$ cat src/bdq_pkg.sv
package bdq_pkg;

   localparam int DEPTH    = 64;
   localparam int IDX_W    = (DEPTH > 1) ? $clog2(DEPTH) : 1;
   localparam int CNT_W    = $clog2(DEPTH + 1);
   localparam int SUM_W    = IDX_W + 1;
   localparam int VALUE_W  = 31;
   localparam int KIND_W   = 4;
   localparam int STATUS_W = 2;

   typedef enum logic [KIND_W-1:0] {
      KIND_PUSH_FRONT = 4'd0,
      KIND_PUSH_BACK  = 4'd1,
      KIND_POP_FRONT  = 4'd2,
      KIND_POP_BACK   = 4'd3,
      KIND_DELETE     = 4'd4,
      KIND_FIRST_N    = 4'd5,
      KIND_LAST_N     = 4'd6,
      KIND_ALL        = 4'd7,
      KIND_CLEAR      = 4'd8
   } kind_type;

   typedef enum logic [STATUS_W-1:0] {
      STATUS_OK    = 2'd0,
      STATUS_FULL  = 2'd1,
      STATUS_EMPTY = 2'd2
   } status_type;

   typedef enum logic [2:0] {
      ST_IDLE,
      ST_EXEC,
      ST_WALK_RD,
      ST_DEL_CMP,
      ST_DUMP_OUT,
      ST_STATUS
   } state_type;

   typedef struct packed {
      logic accept;
      logic exec;
      logic rd_en;
      logic del_step;
      logic load_status;
      logic load_dump;
   } cmd_type;

   typedef struct packed {
      kind_type kind;
      logic     walk_empty;
      logic     data_last;
      logic     out_free;
   } sts_type;

   // ring slot of logical position pos, both below DEPTH
   function automatic logic [IDX_W-1:0] slot_of(input logic [IDX_W-1:0] head,
                                                input logic [IDX_W-1:0] pos);
      logic [SUM_W-1:0] sum;
      sum = {1'b0, head} + {1'b0, pos};
      if (sum >= SUM_W'(DEPTH)) begin
         sum = sum - SUM_W'(DEPTH);
      end
      return sum[IDX_W-1:0];
   endfunction

endpackage

$ cat src/bdq_req_if.sv
interface bdq_req_if;
   logic                         valid;
   logic                         ready;
   logic [bdq_pkg::KIND_W-1:0]   kind;
   logic [bdq_pkg::VALUE_W-1:0]  operand;

   modport source (output valid, output kind, output operand, input ready);
   modport sink   (input valid, input kind, input operand, output ready);
endinterface

$ cat src/bdq_rsp_if.sv
interface bdq_rsp_if;
   logic                          valid;
   logic                          ready;
   logic [bdq_pkg::VALUE_W-1:0]   element_value;
   logic                          has_value;
   logic [bdq_pkg::STATUS_W-1:0]  status;
   logic                          is_last;

   modport source (output valid, output element_value, output has_value, output status,
                   output is_last, input ready);
   modport sink   (input valid, input element_value, input has_value, input status,
                   input is_last, output ready);
endinterface

$ cat src/bdq_ram.sv
module bdq_ram #(
   parameter int WIDTH = 31,
   parameter int DEPTH = 64
) (
   input  logic                     clock,
   input  logic                     wr_en,
   input  logic [$clog2(DEPTH)-1:0] wr_addr,
   input  logic [WIDTH-1:0]         wr_data,
   input  logic                     rd_en,
   input  logic [$clog2(DEPTH)-1:0] rd_addr,
   output logic [WIDTH-1:0]         rd_data
);
   logic [WIDTH-1:0] mem_ff [DEPTH];
   logic [WIDTH-1:0] rd_data_ff;

   always_ff @(posedge clock) begin
      if (wr_en) begin
         mem_ff[wr_addr] <= wr_data;
      end
      if (rd_en) begin
         rd_data_ff <= mem_ff[rd_addr];
      end
   end

   assign rd_data = rd_data_ff;
endmodule

$ cat src/bdq_ctrl.sv
module bdq_ctrl (
   input  logic              clock,
   input  logic              reset,
   input  logic              req_valid,
   output logic              req_ready,
   input  bdq_pkg::sts_type  sts,
   output bdq_pkg::cmd_type  cmd
);
   bdq_pkg::state_type state_ff, state_in;
   logic               is_walk;
   logic               is_delete;

   assign is_delete = (sts.kind == bdq_pkg::KIND_DELETE);
   assign is_walk   = is_delete || (sts.kind == bdq_pkg::KIND_FIRST_N) ||
                      (sts.kind == bdq_pkg::KIND_LAST_N) || (sts.kind == bdq_pkg::KIND_ALL);

   always_ff @(posedge clock) begin
      if (reset) begin
         state_ff <= bdq_pkg::ST_IDLE;
      end else begin
         state_ff <= state_in;
      end
   end

   always_comb begin
      state_in = state_ff;
      unique case (state_ff)
         bdq_pkg::ST_IDLE: begin
            if (req_valid) state_in = bdq_pkg::ST_EXEC;
         end
         bdq_pkg::ST_EXEC: begin
            if (is_walk && !sts.walk_empty) state_in = bdq_pkg::ST_WALK_RD;
            else                            state_in = bdq_pkg::ST_STATUS;
         end
         bdq_pkg::ST_WALK_RD: begin
            state_in = is_delete ? bdq_pkg::ST_DEL_CMP : bdq_pkg::ST_DUMP_OUT;
         end
         bdq_pkg::ST_DEL_CMP: begin
            if (sts.data_last) state_in = bdq_pkg::ST_STATUS;
         end
         bdq_pkg::ST_DUMP_OUT: begin
            if (sts.out_free && sts.data_last) state_in = bdq_pkg::ST_IDLE;
         end
         bdq_pkg::ST_STATUS: begin
            if (sts.out_free) state_in = bdq_pkg::ST_IDLE;
         end
         default: state_in = bdq_pkg::ST_IDLE;
      endcase
   end

   always_comb begin
      cmd       = '0;
      req_ready = 1'b0;
      unique case (state_ff)
         bdq_pkg::ST_IDLE: begin
            req_ready  = 1'b1;
            cmd.accept = req_valid;
         end
         bdq_pkg::ST_EXEC: begin
            cmd.exec = 1'b1;
         end
         bdq_pkg::ST_WALK_RD: begin
            cmd.rd_en = 1'b1;
         end
         bdq_pkg::ST_DEL_CMP: begin
            cmd.del_step = 1'b1;
            cmd.rd_en    = !sts.data_last;
         end
         bdq_pkg::ST_DUMP_OUT: begin
            // next read only once the current entry has left the read register
            cmd.load_dump = sts.out_free;
            cmd.rd_en     = sts.out_free && !sts.data_last;
         end
         bdq_pkg::ST_STATUS: begin
            cmd.load_status = sts.out_free;
         end
         default: ;
      endcase
   end
endmodule

$ cat src/bdq_datapath.sv
module bdq_datapath (
   input  logic                           clock,
   input  logic                           reset,
   input  bdq_pkg::cmd_type               cmd,
   output bdq_pkg::sts_type               sts,
   input  logic [bdq_pkg::KIND_W-1:0]     req_kind,
   input  logic [bdq_pkg::VALUE_W-1:0]    req_operand,
   input  logic                           rsp_ready,
   output logic                           rsp_valid,
   output logic [bdq_pkg::VALUE_W-1:0]    rsp_element_value,
   output logic                           rsp_has_value,
   output logic [bdq_pkg::STATUS_W-1:0]   rsp_status,
   output logic                           rsp_is_last
);
   localparam int IDX_W   = bdq_pkg::IDX_W;
   localparam int CNT_W   = bdq_pkg::CNT_W;
   localparam int VALUE_W = bdq_pkg::VALUE_W;

   logic [IDX_W-1:0]    head_ff, head_in;
   logic [CNT_W-1:0]    count_ff, count_in;
   bdq_pkg::kind_type   kind_ff, kind_in;
   logic [VALUE_W-1:0]  operand_ff, operand_in;
   bdq_pkg::status_type status_ff, status_in;
   logic [CNT_W-1:0]    rd_pos_ff, rd_pos_in;
   logic [CNT_W-1:0]    wr_pos_ff, wr_pos_in;
   logic [CNT_W-1:0]    end_pos_ff, end_pos_in;
   logic                data_last_ff, data_last_in;

   logic                rsp_valid_ff, rsp_valid_in;
   logic [VALUE_W-1:0]  rsp_value_ff, rsp_value_in;
   logic                rsp_has_ff, rsp_has_in;
   bdq_pkg::status_type rsp_status_ff, rsp_status_in;
   logic                rsp_last_ff, rsp_last_in;

   logic                wr_en;
   logic [IDX_W-1:0]    wr_addr;
   logic [VALUE_W-1:0]  wr_data;
   logic [IDX_W-1:0]    rd_addr;
   logic [VALUE_W-1:0]  rd_data;

   logic                full;
   logic                empty;
   logic                keep;
   logic                out_free;
   logic [IDX_W-1:0]    head_dec;
   logic [CNT_W-1:0]    walk_n;
   logic [CNT_W-1:0]    walk_start;

   bdq_ram #(.WIDTH(VALUE_W), .DEPTH(bdq_pkg::DEPTH)) u_bdq_ram (
      .clock   (clock),
      .wr_en   (wr_en),
      .wr_addr (wr_addr),
      .wr_data (wr_data),
      .rd_en   (cmd.rd_en),
      .rd_addr (rd_addr),
      .rd_data (rd_data)
   );

   assign full     = (count_ff == CNT_W'(bdq_pkg::DEPTH));
   assign empty    = (count_ff == '0);
   assign keep     = (rd_data != operand_ff);
   assign out_free = !rsp_valid_ff || rsp_ready;
   assign head_dec = (head_ff == '0) ? IDX_W'(bdq_pkg::DEPTH - 1) : head_ff - 1'b1;
   assign rd_addr  = bdq_pkg::slot_of(head_ff, rd_pos_ff[IDX_W-1:0]);

   // number of entries to walk and the first position, saturated at the length
   always_comb begin
      if (kind_ff == bdq_pkg::KIND_DELETE || kind_ff == bdq_pkg::KIND_ALL) begin
         walk_n = count_ff;
      end else if (operand_ff < {{(VALUE_W-CNT_W){1'b0}}, count_ff}) begin
         walk_n = operand_ff[CNT_W-1:0];
      end else begin
         walk_n = count_ff;
      end
      walk_start = (kind_ff == bdq_pkg::KIND_LAST_N) ? count_ff - walk_n : '0;
   end

   always_comb begin
      head_in       = head_ff;
      count_in      = count_ff;
      kind_in       = kind_ff;
      operand_in    = operand_ff;
      status_in     = status_ff;
      rd_pos_in     = rd_pos_ff;
      wr_pos_in     = wr_pos_ff;
      end_pos_in    = end_pos_ff;
      data_last_in  = data_last_ff;
      wr_en         = 1'b0;
      wr_addr       = bdq_pkg::slot_of(head_ff, wr_pos_ff[IDX_W-1:0]);
      wr_data       = operand_ff;

      if (cmd.accept) begin
         kind_in    = bdq_pkg::kind_type'(req_kind);
         operand_in = req_operand;
      end

      if (cmd.exec) begin
         status_in  = bdq_pkg::STATUS_OK;
         rd_pos_in  = walk_start;
         wr_pos_in  = '0;
         end_pos_in = walk_start + walk_n - 1'b1;
         unique case (kind_ff)
            bdq_pkg::KIND_PUSH_FRONT: begin
               if (full) begin
                  status_in = bdq_pkg::STATUS_FULL;
               end else begin
                  head_in  = head_dec;
                  wr_en    = 1'b1;
                  wr_addr  = head_dec;
                  count_in = count_ff + 1'b1;
               end
            end
            bdq_pkg::KIND_PUSH_BACK: begin
               if (full) begin
                  status_in = bdq_pkg::STATUS_FULL;
               end else begin
                  wr_en    = 1'b1;
                  wr_addr  = bdq_pkg::slot_of(head_ff, count_ff[IDX_W-1:0]);
                  count_in = count_ff + 1'b1;
               end
            end
            bdq_pkg::KIND_POP_FRONT: begin
               if (empty) begin
                  status_in = bdq_pkg::STATUS_EMPTY;
               end else begin
                  head_in  = bdq_pkg::slot_of(head_ff, IDX_W'(1));
                  count_in = count_ff - 1'b1;
               end
            end
            bdq_pkg::KIND_POP_BACK: begin
               if (empty) begin
                  status_in = bdq_pkg::STATUS_EMPTY;
               end else begin
                  count_in = count_ff - 1'b1;
               end
            end
            bdq_pkg::KIND_CLEAR: begin
               count_in = '0;
               head_in  = '0;
            end
            default: ;
         endcase
      end

      if (cmd.rd_en) begin
         rd_pos_in    = rd_pos_ff + 1'b1;
         data_last_in = (rd_pos_ff == end_pos_ff);
      end

      // compaction: survivors move down to the write position, never past the read side
      if (cmd.del_step) begin
         if (keep) begin
            wr_en     = 1'b1;
            wr_data   = rd_data;
            wr_pos_in = wr_pos_ff + 1'b1;
         end
         if (data_last_ff) begin
            count_in = wr_pos_ff + CNT_W'(keep);
         end
      end
   end

   always_comb begin
      rsp_value_in  = rsp_value_ff;
      rsp_has_in    = rsp_has_ff;
      rsp_status_in = rsp_status_ff;
      rsp_last_in   = rsp_last_ff;
      rsp_valid_in  = rsp_valid_ff && !rsp_ready;
      if (cmd.load_dump) begin
         rsp_valid_in  = 1'b1;
         rsp_value_in  = rd_data;
         rsp_has_in    = 1'b1;
         rsp_status_in = bdq_pkg::STATUS_OK;
         rsp_last_in   = data_last_ff;
      end else if (cmd.load_status) begin
         rsp_valid_in  = 1'b1;
         rsp_value_in  = '0;
         rsp_has_in    = 1'b0;
         rsp_status_in = status_ff;
         rsp_last_in   = 1'b1;
      end
   end

   always_ff @(posedge clock) begin
      if (reset) begin
         head_ff      <= '0;
         count_ff     <= '0;
         rsp_valid_ff <= 1'b0;
      end else begin
         head_ff      <= head_in;
         count_ff     <= count_in;
         rsp_valid_ff <= rsp_valid_in;
      end
   end

   always_ff @(posedge clock) begin
      kind_ff       <= kind_in;
      operand_ff    <= operand_in;
      status_ff     <= status_in;
      rd_pos_ff     <= rd_pos_in;
      wr_pos_ff     <= wr_pos_in;
      end_pos_ff    <= end_pos_in;
      data_last_ff  <= data_last_in;
      rsp_value_ff  <= rsp_value_in;
      rsp_has_ff    <= rsp_has_in;
      rsp_status_ff <= rsp_status_in;
      rsp_last_ff   <= rsp_last_in;
   end

   assign sts.kind       = kind_ff;
   assign sts.walk_empty = (walk_n == '0);
   assign sts.data_last  = data_last_ff;
   assign sts.out_free   = out_free;

   assign rsp_valid         = rsp_valid_ff;
   assign rsp_element_value = rsp_value_ff;
   assign rsp_has_value     = rsp_has_ff;
   assign rsp_status        = rsp_status_ff;
   assign rsp_is_last       = rsp_last_ff;
endmodule

$ cat src/bounded_deque_with_value_delete.sv
// Channel   Dir  Fields                                        Transfer
// req_ch    in   kind[3:0], operand[30:0]                      valid & ready
// rsp_ch    out  element_value[30:0], has_value, status[1:0],  valid & ready
//                is_last
//
// One request at a time; req_ch.ready is high only while no request is in work.
// Push, pop, clear, unused kinds: the request executes, then a status result is loaded.
// Delete: one stored entry compared per cycle, then a status result.
// Dumps: one entry per cycle while rsp_ch.ready is held high; a stalled
// result holds its register and the walk waits. Reset: empty store, no clearing pass.
module bounded_deque_with_value_delete (
   input  logic       clock,
   input  logic       reset,
   bdq_req_if.sink    req_ch,
   bdq_rsp_if.source  rsp_ch
);
   bdq_pkg::cmd_type cmd;
   bdq_pkg::sts_type sts;

   bdq_ctrl u_bdq_ctrl (
      .clock     (clock),
      .reset     (reset),
      .req_valid (req_ch.valid),
      .req_ready (req_ch.ready),
      .sts       (sts),
      .cmd       (cmd)
   );

   bdq_datapath u_bdq_datapath (
      .clock             (clock),
      .reset             (reset),
      .cmd               (cmd),
      .sts               (sts),
      .req_kind          (req_ch.kind),
      .req_operand       (req_ch.operand),
      .rsp_ready         (rsp_ch.ready),
      .rsp_valid         (rsp_ch.valid),
      .rsp_element_value (rsp_ch.element_value),
      .rsp_has_value     (rsp_ch.has_value),
      .rsp_status        (rsp_ch.status),
      .rsp_is_last       (rsp_ch.is_last)
   );
endmodule

$ cat src/flat_wrapper.sv
// flat-port wrapper written by rule: the top's interface ports become plain ports
module bounded_deque_with_value_delete_flat 
  (clock, reset, req_ch_valid, req_ch_kind, req_ch_operand, req_ch_ready, rsp_ch_valid, rsp_ch_element_value, rsp_ch_has_value, rsp_ch_status, rsp_ch_is_last, rsp_ch_ready);
  bdq_req_if req_ch_i ();
  bdq_rsp_if rsp_ch_i ();
  input  logic clock;
  input  logic reset;
  input wire logic [$bits(req_ch_i.valid)-1:0] req_ch_valid;
  input wire logic [$bits(req_ch_i.kind)-1:0] req_ch_kind;
  input wire logic [$bits(req_ch_i.operand)-1:0] req_ch_operand;
  output wire logic [$bits(req_ch_i.ready)-1:0] req_ch_ready;
  output wire logic [$bits(rsp_ch_i.valid)-1:0] rsp_ch_valid;
  output wire logic [$bits(rsp_ch_i.element_value)-1:0] rsp_ch_element_value;
  output wire logic [$bits(rsp_ch_i.has_value)-1:0] rsp_ch_has_value;
  output wire logic [$bits(rsp_ch_i.status)-1:0] rsp_ch_status;
  output wire logic [$bits(rsp_ch_i.is_last)-1:0] rsp_ch_is_last;
  input wire logic [$bits(rsp_ch_i.ready)-1:0] rsp_ch_ready;
  assign req_ch_i.valid = req_ch_valid;
  assign req_ch_i.kind = req_ch_kind;
  assign req_ch_i.operand = req_ch_operand;
  assign req_ch_ready = req_ch_i.ready;
  assign rsp_ch_valid = rsp_ch_i.valid;
  assign rsp_ch_element_value = rsp_ch_i.element_value;
  assign rsp_ch_has_value = rsp_ch_i.has_value;
  assign rsp_ch_status = rsp_ch_i.status;
  assign rsp_ch_is_last = rsp_ch_i.is_last;
  assign rsp_ch_i.ready = rsp_ch_ready;
  bounded_deque_with_value_delete u_core (.clock(clock), .reset(reset), .req_ch(req_ch_i), .rsp_ch(rsp_ch_i));
endmodule
$ cat config.mk
export PLATFORM = sky130hd
export DESIGN_NAME = bounded_deque_with_value_delete_flat
export DESIGN_NICKNAME = d
export VERILOG_FILES = /design/src/bdq_pkg.sv /design/src/bdq_req_if.sv /design/src/bdq_rsp_if.sv /design/src/bdq_ram.sv /design/src/bdq_ctrl.sv /design/src/bdq_datapath.sv /design/src/bounded_deque_with_value_delete.sv /design/src/flat_wrapper.sv
export SDC_FILE = /design/constraint.sdc
export NUM_CORES = 2
export LEC_CHECK = 0
export BUFFER_PORTS_ARGS = -buffer_cell sky130_fd_sc_hd__buf_2
export CAP_MARGIN = 25
export CELL_PAD_IN_SITES_DETAIL_PLACEMENT = 1
export CELL_PAD_IN_SITES_GLOBAL_PLACEMENT = 1
export CORE_MARGIN = 5
export CORE_UTILIZATION = 56
export DETAILED_ROUTE_END_ITERATION = 8
export GPL_TIMING_DRIVEN = 0
export PLACE_DENSITY = 0.86
export SYNTH_ARGS = -nofsm -noshare
export SYNTH_HDL_FRONTEND = slang
export SYNTH_HIERARCHICAL = 1
export SYNTH_SLANG_ARGS = --single-unit
$ cat constraint.sdc
create_clock -name clock -period 13.4 [get_ports clock]
set_clock_uncertainty 0.05 [all_clocks]
set_input_delay 0.67 -clock clock [delete_from_list [all_inputs] [get_ports clock]]
set_output_delay 0.67 -clock clock [all_outputs]
set_load 0.03 [all_outputs]
==> results.toml <==
[floorplan]
die_x_um = 398
die_h_um = 398
rows = 142
floorplan.initialDensity = 0.563
core_area_um2 = 150000
dieArea_um2 = 158000
ios = 76

[synthesis]
ys_types = 75
avgSynthCellArea_um2 = 20.3
yosysTopAreaCell = "edfxtp_1"
synthArstFlopShare = 0
netlist.area_leader.share = 0.749
syn_area_um2 = 84200
ys_seq_area_frac = 0.755
ys_top_cells_by_area = "edfxtp_1, mux4_2, mux2i_1, a22oi_1, o22ai_1"
synth_nets = 4230
synth-main-ff-cell = "edfxtp_1"
synth_edf_count = 2099
ys_seq_elements = 2126
synth-warning-count = 6
synthCells = 4146

[clock_tree]
worstSkewPairLatency_ps = 850
numCtsBuffers = 202
cts_max_level = 4
clkSlewWorstSetupHoldPaths_ps = 60
cts_tree = "built"
cts_resized = 0
clockBufferDepth = 3
root_buffer = "clkbuf_16"
cts_sinks = 2126
cts_setup_buffers = 0

[timing]
slew_headroom = 0.131
fmax_mhz = 141
fin_crit_ps = 7070
period_share = 0.528
timing.final.ws_setup_ps = 6330
slew_viol_final = 0
setup_violations = 0
rsz0062_at_grt = "false"
setup_tns_ps = 0
finalHoldViolCount = 0
tightest_slew_ps = 1290

[finish]
area_growth_pct = 14.4
nets = 4642
drive_gt1_frac = 0.235
mostFrequentLayoutCells = "edfxtp_1, mux4_2, mux2i_1, clkbuf_16, buf_2"
final_common_cell = "edfxtp_1"

[global_routing]
antenna_found_initial = 27
grt_pass1_vias = 50000
gr-total-overflow = 0
grt_max_degree = 65
grt.total_usage = 0.361
grt_pass1_wl_mm = 398

[run_status]
run_status = "completed"

[route]
dr_wl_met3_mm = 35.5
ant_nets = 0
highest_layer = "met5"
met2_length_mm = 135
dr_total_vias = 48700
drt_iter0_markers = 8341
wl_met1_mm = 89.4
wl_per_cell_um = 42.0
drc_errors = 0
routed_wirelength_mm = 284
avgViaCountPerCell = 7.21
first_pass_iters = 5

[placed_design]
io_buffers = 75
place_congestion = 0.900
dp_hpwl_mm = 164
place_ws_ps = 6620

[critical_path]
arrival_ps = 7610
crit_required_ps = 13940
critPathCaptureType = "register"
critical_path_class = "reg -> reg"
cp-start-kind = "register"
path_max_fanout = 10

[power]
p_leak_uw = 0.0311
powerDensity_nw_per_um2 = 165
irDropWorstVdd_mv = 0.145

[run]
maxCapViolCount = 0

[min_path]
hold_class = "in -> reg"
## cell type report
type	count	area (um2)
Sequential cell	2126	63600
Fill cell	12300	53300
Tap cell	2016	2520
Inverter	31	116
Antenna cell	14	35.0
Clock inverter	127	1310
Multi-Input combinational cell	1760	19900
Clock buffer	241	5290
Timing Repair Buffer	208	2450
Buffer	229	1120
## cell families (layout without fill, tap and decap cells)
group / count (synthesis) / in the layout / share of synthesized area
compound gates: 507 / 507 / 0.0401
xor+xnor: 85 / 85 / 0.00885
fa+ha+maj: 47 / 47 / 0.00728
buf+inv: 260 / 836 / 0.0147
flops: 2126 / 2126 / 0.755
mux: 742 / 742 / 0.150
other cells: 0 / 14 / 0
simple gates: 379 / 379 / 0.0236
## registers in the layout, indices dropped and copies added, names as in the netlist
register	cells
u_core/u_bdq_datapath/kind_ff	4
u_core/u_bdq_datapath/data_last_ff	1
u_core/u_bdq_datapath/rsp_element_value	31
u_core/u_bdq_datapath/rsp_has_value	1
u_core/u_bdq_datapath/status_ff	2
u_core/u_bdq_datapath/operand_ff	31
u_core/u_bdq_datapath/rsp_is_last	1
u_core/u_bdq_datapath/rsp_status	2
u_core/u_bdq_datapath/head_ff	6
u_core/u_bdq_ctrl/state_ff	3
u_core/u_bdq_datapath/u_bdq_ram/rd_data	31
u_core/u_bdq_datapath/count_ff	7
u_core/u_bdq_datapath/rd_pos_ff	7
u_core/u_bdq_datapath/end_pos_ff	7
u_core/u_bdq_datapath/wr_pos_ff	7
u_core/u_bdq_datapath/u_bdq_ram/mem_ff	1984
u_core/u_bdq_datapath/rsp_valid	1
## power breakdown
group | leakage, uW | internal (uW) | total, uW | switching, uW
clock | 0.00321 | 3290 | 5950 | 2660
sequential | 0.0191 | 7440 | 7480 | 47.6
combinational | 0.00877 | 798 | 2470 | 1670
total | 0.0311 | 11500 | 15900 | 4370
## routing by layer
| metal | global-route usage | up-vias |
|---|---|---|
| li1 | - | 18000 |
| met1 | 0.438 | 24800 |
| met2 | 0.575 | 4715 |
| met3 | 0.0989 | 1122 |
| met4 | 0.234 | 2 |
| met5 | 0 | - |
## per-stage QoR
step           hold WS (ps)  std cells  power, uW   util  instance area (um2)
2_1_floorplan           406       4146       8910      -                84200
3_3_place_gp            382       6237       9730  0.582                87100
3_5_place_dp            387       6321       9880  0.596                89200
4_1_cts                88.3       6724      15800  0.642                96100
5_1_grt                 119       6739      16300  0.643                96200
6_report                126       6752      15900  0.644                96300
## synthesized netlist by cell type, types with 6 or more instances
library cell	n
edfxtp_1	2099
mux4_2	403
mux2i_1	300
nor2_1	118
a22oi_1	109
clkbuf_1	97
o22ai_1	88
buf_2	83
o21ai_0	79
a31oi_1	60
xnor2_1	51
a21oi_1	50
nand2_1	50
ha_1	41
and2_1	37
a21o_1	36
xor2_1	34
o31ai_1	33
and3_1	32
inv_1	30
mux2_4	30
buf_4	27
dfxtp_1	27
nand3_1	26
nor3_1	26
nand2b_1	16
nor2b_1	15
a211oi_1	14
buf_1	14
nor4_1	12
nand3b_1	10
buf_6	8
mux2_2	8
nand4_1	8
o21ai_1	6
## critical path: stages, from the launching register on
cell and delay, ps:
dfxtp_1 310, clkbuf_1 410, inv_1 260, ha_1 350
nor4_1 940, and3_1 300, nand3_1 170, nor2_2 350
clkbuf_1 400, nand2_1 90, o21ai_0 140, ha_1 340
a21boi_0 120, o31a_1 310, nor3_1 220, a211oi_1 140
o31a_1 300, or3_1 320, ha_1 290, inv_1 40
ha_1 310, a21oi_1 220, xnor2_1 170, xnor2_1 160
xnor2_1 80
## worst paths after layout
check                                                    startpoint                             endpoint  cells past startpoint  slack [ps]
worst max-delay path              u_core/u_bdq_datapath/count_ff[6]  u_core/u_bdq_datapath/end_pos_ff[6]                     24        6330
worst min-delay path                                          reset        u_core/u_bdq_ctrl/state_ff[1]                      2         130
worst max register to register    u_core/u_bdq_datapath/count_ff[6]  u_core/u_bdq_datapath/end_pos_ff[6]                     24        6330
worst min register to register  u_core/u_bdq_datapath/rsp_has_value  u_core/u_bdq_datapath/rsp_has_value                      1         400
## timing repair
| item | in CTS | in global routing |
|---|---|---|
| endpoints found under the setup margin | 0 | 0 |
| endpoints found under the hold margin | 35 | 0 |
| hold buffers | 35 | 0 |
Note: power is estimated with default switching activity, not from simulation.
